[config.mk]
export PLATFORM = sky130hd
export DESIGN_NAME = rbia_cell
export DESIGN_NICKNAME = d
export VERILOG_FILES = /design/src/sv/rbia_pkg.sv /design/src/sv/rbia_cell.sv
export SDC_FILE = /design/constraint.sdc
export NUM_CORES = 2
export LEC_CHECK = 0
export BUFFER_PORTS_ARGS = -buffer_cell sky130_fd_sc_hd__buf_2
export CAP_MARGIN = 20
export CORE_MARGIN = 2
export CORE_UTILIZATION = 40
export CTS_CLUSTER_SIZE = 16
export DETAILED_ROUTE_END_ITERATION = 8
export PLACE_DENSITY_LB_ADDON = 0.3
export SLEW_MARGIN = 40
export SYNTH_ARGS = -nofsm -noshare
export SYNTH_HDL_FRONTEND = slang
export SYNTH_SLANG_ARGS = --single-unit
[constraint.sdc]
create_clock -name clk -period 8.9 [get_ports clk]
set_clock_uncertainty 0.2 [all_clocks]
set_input_delay 0 -clock clk [delete_from_list [all_inputs] [get_ports clk]]
set_output_delay 0 -clock clk [all_outputs]
set_load 0.01 [all_outputs]
[src/sv/rbia_pkg.sv]
// ----------------------------------------------------------------------------
// rbia_pkg
// Shared types and constants of the range bitmap identifier allocator.
// ----------------------------------------------------------------------------
`default_nettype none

package rbia_pkg;

  localparam int ID_W      = 8;
  localparam int ID_SPACE  = 256;
  localparam int WORD_BITS = 64;
  localparam int NUM_WORDS = ID_SPACE / WORD_BITS;
  localparam int BIT_W     = $clog2(WORD_BITS);
  localparam int CMD_W     = 3;

  typedef enum logic [CMD_W-1:0] {
    CMD_CLEAR      = 3'd0,
    CMD_ALLOC      = 3'd1,
    CMD_RESERVE    = 3'd2,
    CMD_FREE       = 3'd3,
    CMD_QUERY_USED = 3'd4,
    CMD_QUERY_ELIG = 3'd5
  } cmd_t;

  typedef enum logic [1:0] {
    REG_BASE  = 2'd0,
    REG_LIMIT = 2'd1,
    REG_EXCL  = 2'd2
  } reg_idx_t;

  typedef struct packed {
    logic [ID_W-1:0] base;
    logic [ID_W-1:0] limit;
    logic [ID_W-1:0] excl;
  } cfg_t;

  typedef struct packed {
    logic [CMD_W-1:0] cmd;
    logic [ID_W-1:0]  id;
    logic             ok;
    logic [ID_W-1:0]  id_out;
  } token_t;

endpackage

`default_nettype wire

[src/sv/rbia_cell.sv]
// ----------------------------------------------------------------------------
// rbia_cell
// One word of the used bitmap; acts on the command token as it passes by.
// ----------------------------------------------------------------------------
`default_nettype none

module rbia_cell (
  input  wire logic                     clk,
  input  wire logic                     rst,
  input  wire logic [rbia_pkg::ID_W:0]  word_base,
  input  wire rbia_pkg::cfg_t           cfg,
  input  wire logic                     tok_in_valid,
  input  wire rbia_pkg::token_t         tok_in,
  output logic                          tok_out_valid,
  output rbia_pkg::token_t              tok_out
);

  logic [rbia_pkg::WORD_BITS-1:0] word;
  logic [rbia_pkg::WORD_BITS-1:0] word_next;
  logic [rbia_pkg::WORD_BITS-1:0] elig;
  logic [rbia_pkg::WORD_BITS-1:0] free_bits;
  logic [rbia_pkg::WORD_BITS-1:0] first_free;
  logic [rbia_pkg::BIT_W-1:0]     first_idx;
  logic [rbia_pkg::BIT_W-1:0]     tgt_bit;
  logic                           hit;
  logic [rbia_pkg::ID_W:0]        bit_id;
  rbia_pkg::token_t               tok_next;

  always_comb begin
    for (int i = 0; i < rbia_pkg::WORD_BITS; i++) begin
      bit_id  = word_base + (rbia_pkg::ID_W+1)'(i);
      elig[i] = (bit_id < (rbia_pkg::ID_W+1)'(rbia_pkg::ID_SPACE)) &&
                (bit_id >= {1'b0, cfg.base}) && (bit_id <= {1'b0, cfg.limit}) &&
                (bit_id != {1'b0, cfg.excl});
    end
  end

  assign free_bits  = elig & ~word;
  assign first_free = free_bits & (~free_bits + 1'b1);

  always_comb begin
    first_idx = '0;
    for (int b = 0; b < rbia_pkg::BIT_W; b++) begin
      for (int i = 0; i < rbia_pkg::WORD_BITS; i++) begin
        if (((i >> b) & 1) == 1) begin
          first_idx[b] = first_idx[b] | first_free[i];
        end
      end
    end
  end

  assign hit     = (({1'b0, tok_in.id} >> rbia_pkg::BIT_W) == (word_base >> rbia_pkg::BIT_W));
  assign tgt_bit = tok_in.id[rbia_pkg::BIT_W-1:0];

  always_comb begin
    word_next = word;
    tok_next  = tok_in;
    if (tok_in_valid) begin
      unique case (rbia_pkg::cmd_t'(tok_in.cmd))
        rbia_pkg::CMD_CLEAR: begin
          word_next = '0;
        end
        rbia_pkg::CMD_ALLOC: begin
          if (!tok_in.ok && (|free_bits)) begin
            word_next       = word | first_free;
            tok_next.ok     = 1'b1;
            tok_next.id_out = word_base[rbia_pkg::ID_W-1:0] +
                              rbia_pkg::ID_W'(first_idx);
          end
        end
        rbia_pkg::CMD_RESERVE: begin
          if (hit && elig[tgt_bit] && !word[tgt_bit]) begin
            word_next[tgt_bit] = 1'b1;
            tok_next.ok        = 1'b1;
          end
        end
        rbia_pkg::CMD_FREE: begin
          if (hit && elig[tgt_bit] && word[tgt_bit]) begin
            word_next[tgt_bit] = 1'b0;
            tok_next.ok        = 1'b1;
          end
        end
        rbia_pkg::CMD_QUERY_USED: begin
          if (hit) begin
            tok_next.ok = elig[tgt_bit] && word[tgt_bit];
          end
        end
        rbia_pkg::CMD_QUERY_ELIG: begin
          if (hit) begin
            tok_next.ok = elig[tgt_bit];
          end
        end
        default: begin
        end
      endcase
    end
  end

  always_ff @(posedge clk) begin
    if (rst) begin
      word          <= '0;
      tok_out_valid <= 1'b0;
    end else begin
      word          <= word_next;
      tok_out_valid <= tok_in_valid;
    end
    tok_out <= tok_next;
  end

endmodule

`default_nettype wire

# == Yosys cells after proc, flatten, opt, wreduce, memory -nomap -nowiden ==
# Index checks and enable logic that the tools add are counted.
# totals
reg_bits,85
in_bits,56
wordCells,754
out_inout_bits,21
# classes
reduce_logical,204
muxes,18
n_addsub,65
n_eq_ne,73
n_lt_le_gt_ge,194
n_bitwise,194
# ops
op,count
9-bit by 8-bit greater-or-equal comparator with 1-bit output,64
9-bit by 8-bit <= comparator with 1-bit output,64
"9-bit less-than comparator, second input constant",64
9-bit by 8-bit inequality test with 1-bit output,64
"9-bit by 6-bit adder with 9-bit output, second input constant",32
64-bit one-hot mux with 4 select lines,1
1-bit logical AND,198
64-bit bitwise AND,3
64-bit 2-to-1 mux,3
64-bit NOT,3
1-bit bitwise OR,186
"9-bit by 5-bit adder with 9-bit output, second input constant",16
64-bit bitwise OR,2
"9-bit by 4-bit adder with 9-bit output, second input constant",8
"64-bit by 1-bit adder with 64-bit output, second input constant",1
64-bit OR reduction,1
"9-bit by 3-bit adder with 9-bit output, second input constant",4
"9-bit by 2-bit adder with 9-bit output, second input constant",2
9-bit 2-to-1 mux,2
1-bit binary-select mux with 6-bit select,2
"9-bit by 1-bit adder with 9-bit output, second input constant",1
8-bit by 6-bit adder with 8-bit output,1
8-bit 2-to-1 mux,1
"6-bit by 7-bit less-than comparator with 1-bit output, second input constant",1
13 further kinds,24

# == Longest topological paths before layout ==
# depth
depth_word,44
ltp_mapped,34
depth_no_buf,29

# == Least setup slack after synthesis ==
# OpenSTA, ideal clock, no wires.
# synth_timing
kind,input port to flip-flop
startpoint,input word_base[4] (netlist bit)
endpoint,register tok_out[7] (netlist bit)
setup_ns,0.123
slack_ns,1.909
t_arrival_ns,6.668
t_required_ns,8.577
stages,30
path_buffers,3
path_cell_list,clkbuf_1 -> buf_1 -> inv_2 -> ha_1 -> clkbuf_1 -> a21boi_0 -> xnor2_1 -> inv_1 -> ha_1 -> a21o_1 -> a211oi_1 -> nand3_1 -> a221o_1 -> or3_1 -> o21ai_0 -> or4bb_1 -> nor4b_2 -> nand4_1 -> or3b_2 -> nor3b_1 -> nand4_1 -> ha_1 -> a21o_1 -> a21o_1 -> a21o_1 -> a21oi_1 -> nor2b_1 -> o21ai_0 -> xnor2_1 -> mux2_1
# synth_lines
element,line,text
from (decl),rbia_cell.sv:10,"input wire logic [rbia_pkg::ID_W:0] word_base,"
to (signal assigned),rbia_cell.sv:107,tok_out <= tok_next;
to (decl),rbia_cell.sv:15,output rbia_pkg::token_t tok_out

==> metrics.cfg <==
[synthesis]
netlist_instances=3732
synth_seq_cells=85
synth_edf_count=0
syn-num-nets=4334
avgSynthCellArea_um2=7.567
async_reset_ff_share_pct=0
netlist_area_mm2=0.02824
ys_warn_count=0
yosysUniqueCellTypes=104
synth_top_flop_cell=dfxtp_1
synth-seq-area-share_pct=6.026

[place]
place.gp.congestion=1.116
placed_cells=4716
dp_slack_ns=0.7309
portBuffers=76
hpwlAfterDp_um=127200

[drt]
via_per_inst=7.021
routed_wl_um=160000
antenna_left=0
drt-met1-wl_um=65590
first_iter_violations=5325
wire_per_inst_um=33.64
drc_errors=0
topRoutingLayerUsed=met5
wl_met3_um=20520
wl_met2_um=62000
vias=33398
firstDrtPassIters=7

[sta]
period_needed_ns=8.090
setup_ws_ns=0.8105
slew_violations=0
fin_crit_sh_pct=90.89
relSlewSlack_pct=32.24
finalHoldViolations=0
setup_violations=0
fmax_mhz=123.6
fin_tns_setup_ns=0
worstMarginPinSlew_ns=1.003
grt_setup_unrepaired=false

[floorplan]
die_w_um=269.7
die_h_um=269.7
io_pins=77
std_cell_rows=97
coreArea_mm2=0.06991
die-area_mm2=0.07274
start_util_pct=40.39

[clock_tree]
clockBufferDepth=2
postCtsHoldBufs=22
postCtsSetupRepairBufs=0
cts_max_level=3
cts_root_buffer=clkbuf_16
cts-buffers-inserted=9
cts_tree=built
clk_pin_slew_ns=0.08
clkLatencyLatePin_ns=0.39
clock-sinks=85
post_cts_resized=0

[grt]
first_global_vias=31046
antenna_found_initial=4
grt_pass1_wl_um=227600
grt_max_degree=63
grt_usage_pct=42.30
overflow=0

[cells_and_area]
drive_gt1_share_pct=9.885
multi_input_area_mm2=0.02537
syn2layout_area_growth_pct=9.912
seq_area_mm2=0.001702
nets=4411
fillCellCount=7284
final_cells=4757
mostFrequentLayoutCells=ha_1, xnor2_1, a21oi_1, nand2_1, nor2_1
final_common_cell=ha_1

[power_and_ir_drop]
p_comb_share_pct=77.0
power_leakage_nw=12.85
total_power_w=0.003398
cell_internal_pwr_w=0.001505
swShare_pct=55.71
power_density_mw_per_mm2=109.5
vdd_drop_max_v=0.00008002
pwr-share-seq_pct=11.6
net-switching-power_w=0.001893
pwr-share-clk_pct=11.4

[setup_path]
start_kind=primary input
crit_path_max_fanout=21
end_kind=flip-flop
timing.critical_path.slowest_cell_delay_ns=0.61
path_delay_family=simple AND/OR/NAND/NOR gates
arrival_ns=8.14
criticalPathCategory=primary input to flip-flop
path_buf_inv=5
slowest_stage=nor4_1
critPathRequiredTime_ns=8.95

[outcome]
status=finished clean

[worst_hold_path]
hold_class=primary input to flip-flop

[flow_run]
max_cap_viol_count=0

-- metrics by stage --
step	hold slack, ns	util, %	area (µm²)
6_report	0.07327	44.40	31040
5_1_grt	0.08926	44.39	31030
4_1_cts	0.07675	44.33	30990
3_5_place_dp	-0.06710	43.62	30500
3_3_place_gp	-0.07142	43.45	30370
2_1_floorplan	-0.1723	-	28240
-- state kept, by name, summed over array words and instances (netlist names) --
name / flops
word: 64
tok_out_valid: 1
tok_out: 20
-- layout make-up --
class                      count  share of cell area, %
antenna                        3                0.02419
inverter                     146                  1.794
tap                          940                  3.789
clock buffer                  10                 0.7377
multi-input combinational   3299                  81.74
timing repair buffer         268                  6.281
clock inverter                 6                 0.1492
sequential                    85                  5.483
-- power groups by stage --
| stage | Combinational (W) | Clock (W) | Sequential [W] |
|---|---|---|---|
| after floorplan | 0.00160 | 0 | 0.000404 |
| after global placement | 0.00247 | 0 | 0.000402 |
| after detailed placement | 0.00247 | 0 | 0.000402 |
| after CTS | 0.00250 | 0.000386 | 0.000394 |
| after global routing | 0.00277 | 0.000405 | 0.000394 |
| final | 0.00262 | 0.000388 | 0.000394 |
-- synth_stat cells (19+ instances only) --
library cell	count	share of area [%]
nor3_1	107	1.9
ha_1	545	24
xor2_1	75	2.3
clkbuf_1	127	1.7
buf_2	34	0.60
nand2_1	220	2.9
dfxtp_1	85	6.0
nand4_1	64	1.4
o211ai_1	47	1.2
nand2b_1	38	0.84
nor2b_1	52	1.2
buf_1	28	0.37
a21o_1	81	2.2
nor4_1	71	1.6
o2111ai_1	25	0.78
inv_1	141	1.9
o22ai_1	42	0.93
nor2_1	187	2.5
o32ai_1	31	0.96
o41ai_1	19	0.59
a211oi_1	68	1.8
a31oi_1	71	1.6
and3_1	39	0.86
a21oi_1	266	4.7
o21a_1	62	1.6
xnor2_1	332	10
a22oi_1	24	0.64
nand4b_1	29	0.90
or3_1	30	0.66
o21ai_0	176	3.1
nand3b_1	19	0.51
nand3_1	146	2.6
o221ai_1	19	0.59
o31ai_1	24	0.64
-- layer usage --
| metal | vias to the layer above | track usage (%) |
|---|---|---|
| met1 | 15926 | 57.02 |
| met4 | 6 | 25.57 |
| met3 | 495 | 12.03 |
| met2 | 2422 | 58.98 |
| li1 | 14549 | - |
| met5 | - | 0 |
-- path summary, 6_finish.rpt --
kind / startpoint / endpoint / slack [ns] / cells past startpoint
max: word_base[3] / tok_out[6] / 0.81 / 30
min: tok_in[15] / tok_out[15] / 0.07 / 2
max reg2reg: word[1] / tok_out[6] / 3.19 / 22
min reg2reg: word[51] / word[51] / 0.33 / 2
-- logic make-up (layout without fill, tap and decap cells) --
| family | count (synthesis) | count (layout) | synth area share [%] |
|---|---|---|---|
| AOI/OAI and AO/OA | 1198 | 1198 | 29.27 |
| DFF | 85 | 85 | 6.026 |
| xor gates and xnor gates | 416 | 416 | 13.32 |
| muxes | 22 | 22 | 0.8153 |
| other | 0 | 3 | 0 |
| and+or+nand+nor | 1117 | 1117 | 21.36 |
| adders and majority gates | 546 | 546 | 24.22 |
| buffers and inverters | 348 | 430 | 4.989 |
-- worst register-to-register path: stages (launching register included) --
cell and delay [ns]:
dfxtp_1 0.46, inv_1 0.22, o2111a_1 0.28, a32oi_1 0.23
buf_4 0.22, nand3_1 0.33, nor4_2 0.37, buf_4 0.24
nand3b_1 0.20, nor4b_1 0.72, and3b_1 0.27, and3_1 0.14
nand4_1 0.09, ha_1 0.19, inv_1 0.06, fa_1 0.40
nor2b_1 0.11, o21ai_0 0.08, nand2b_1 0.12, a21o_1 0.12
a21oi_1 0.07, xnor2_1 0.12, mux2_1 0.33
No activity file was read; power rests on OpenSTA's default activity.
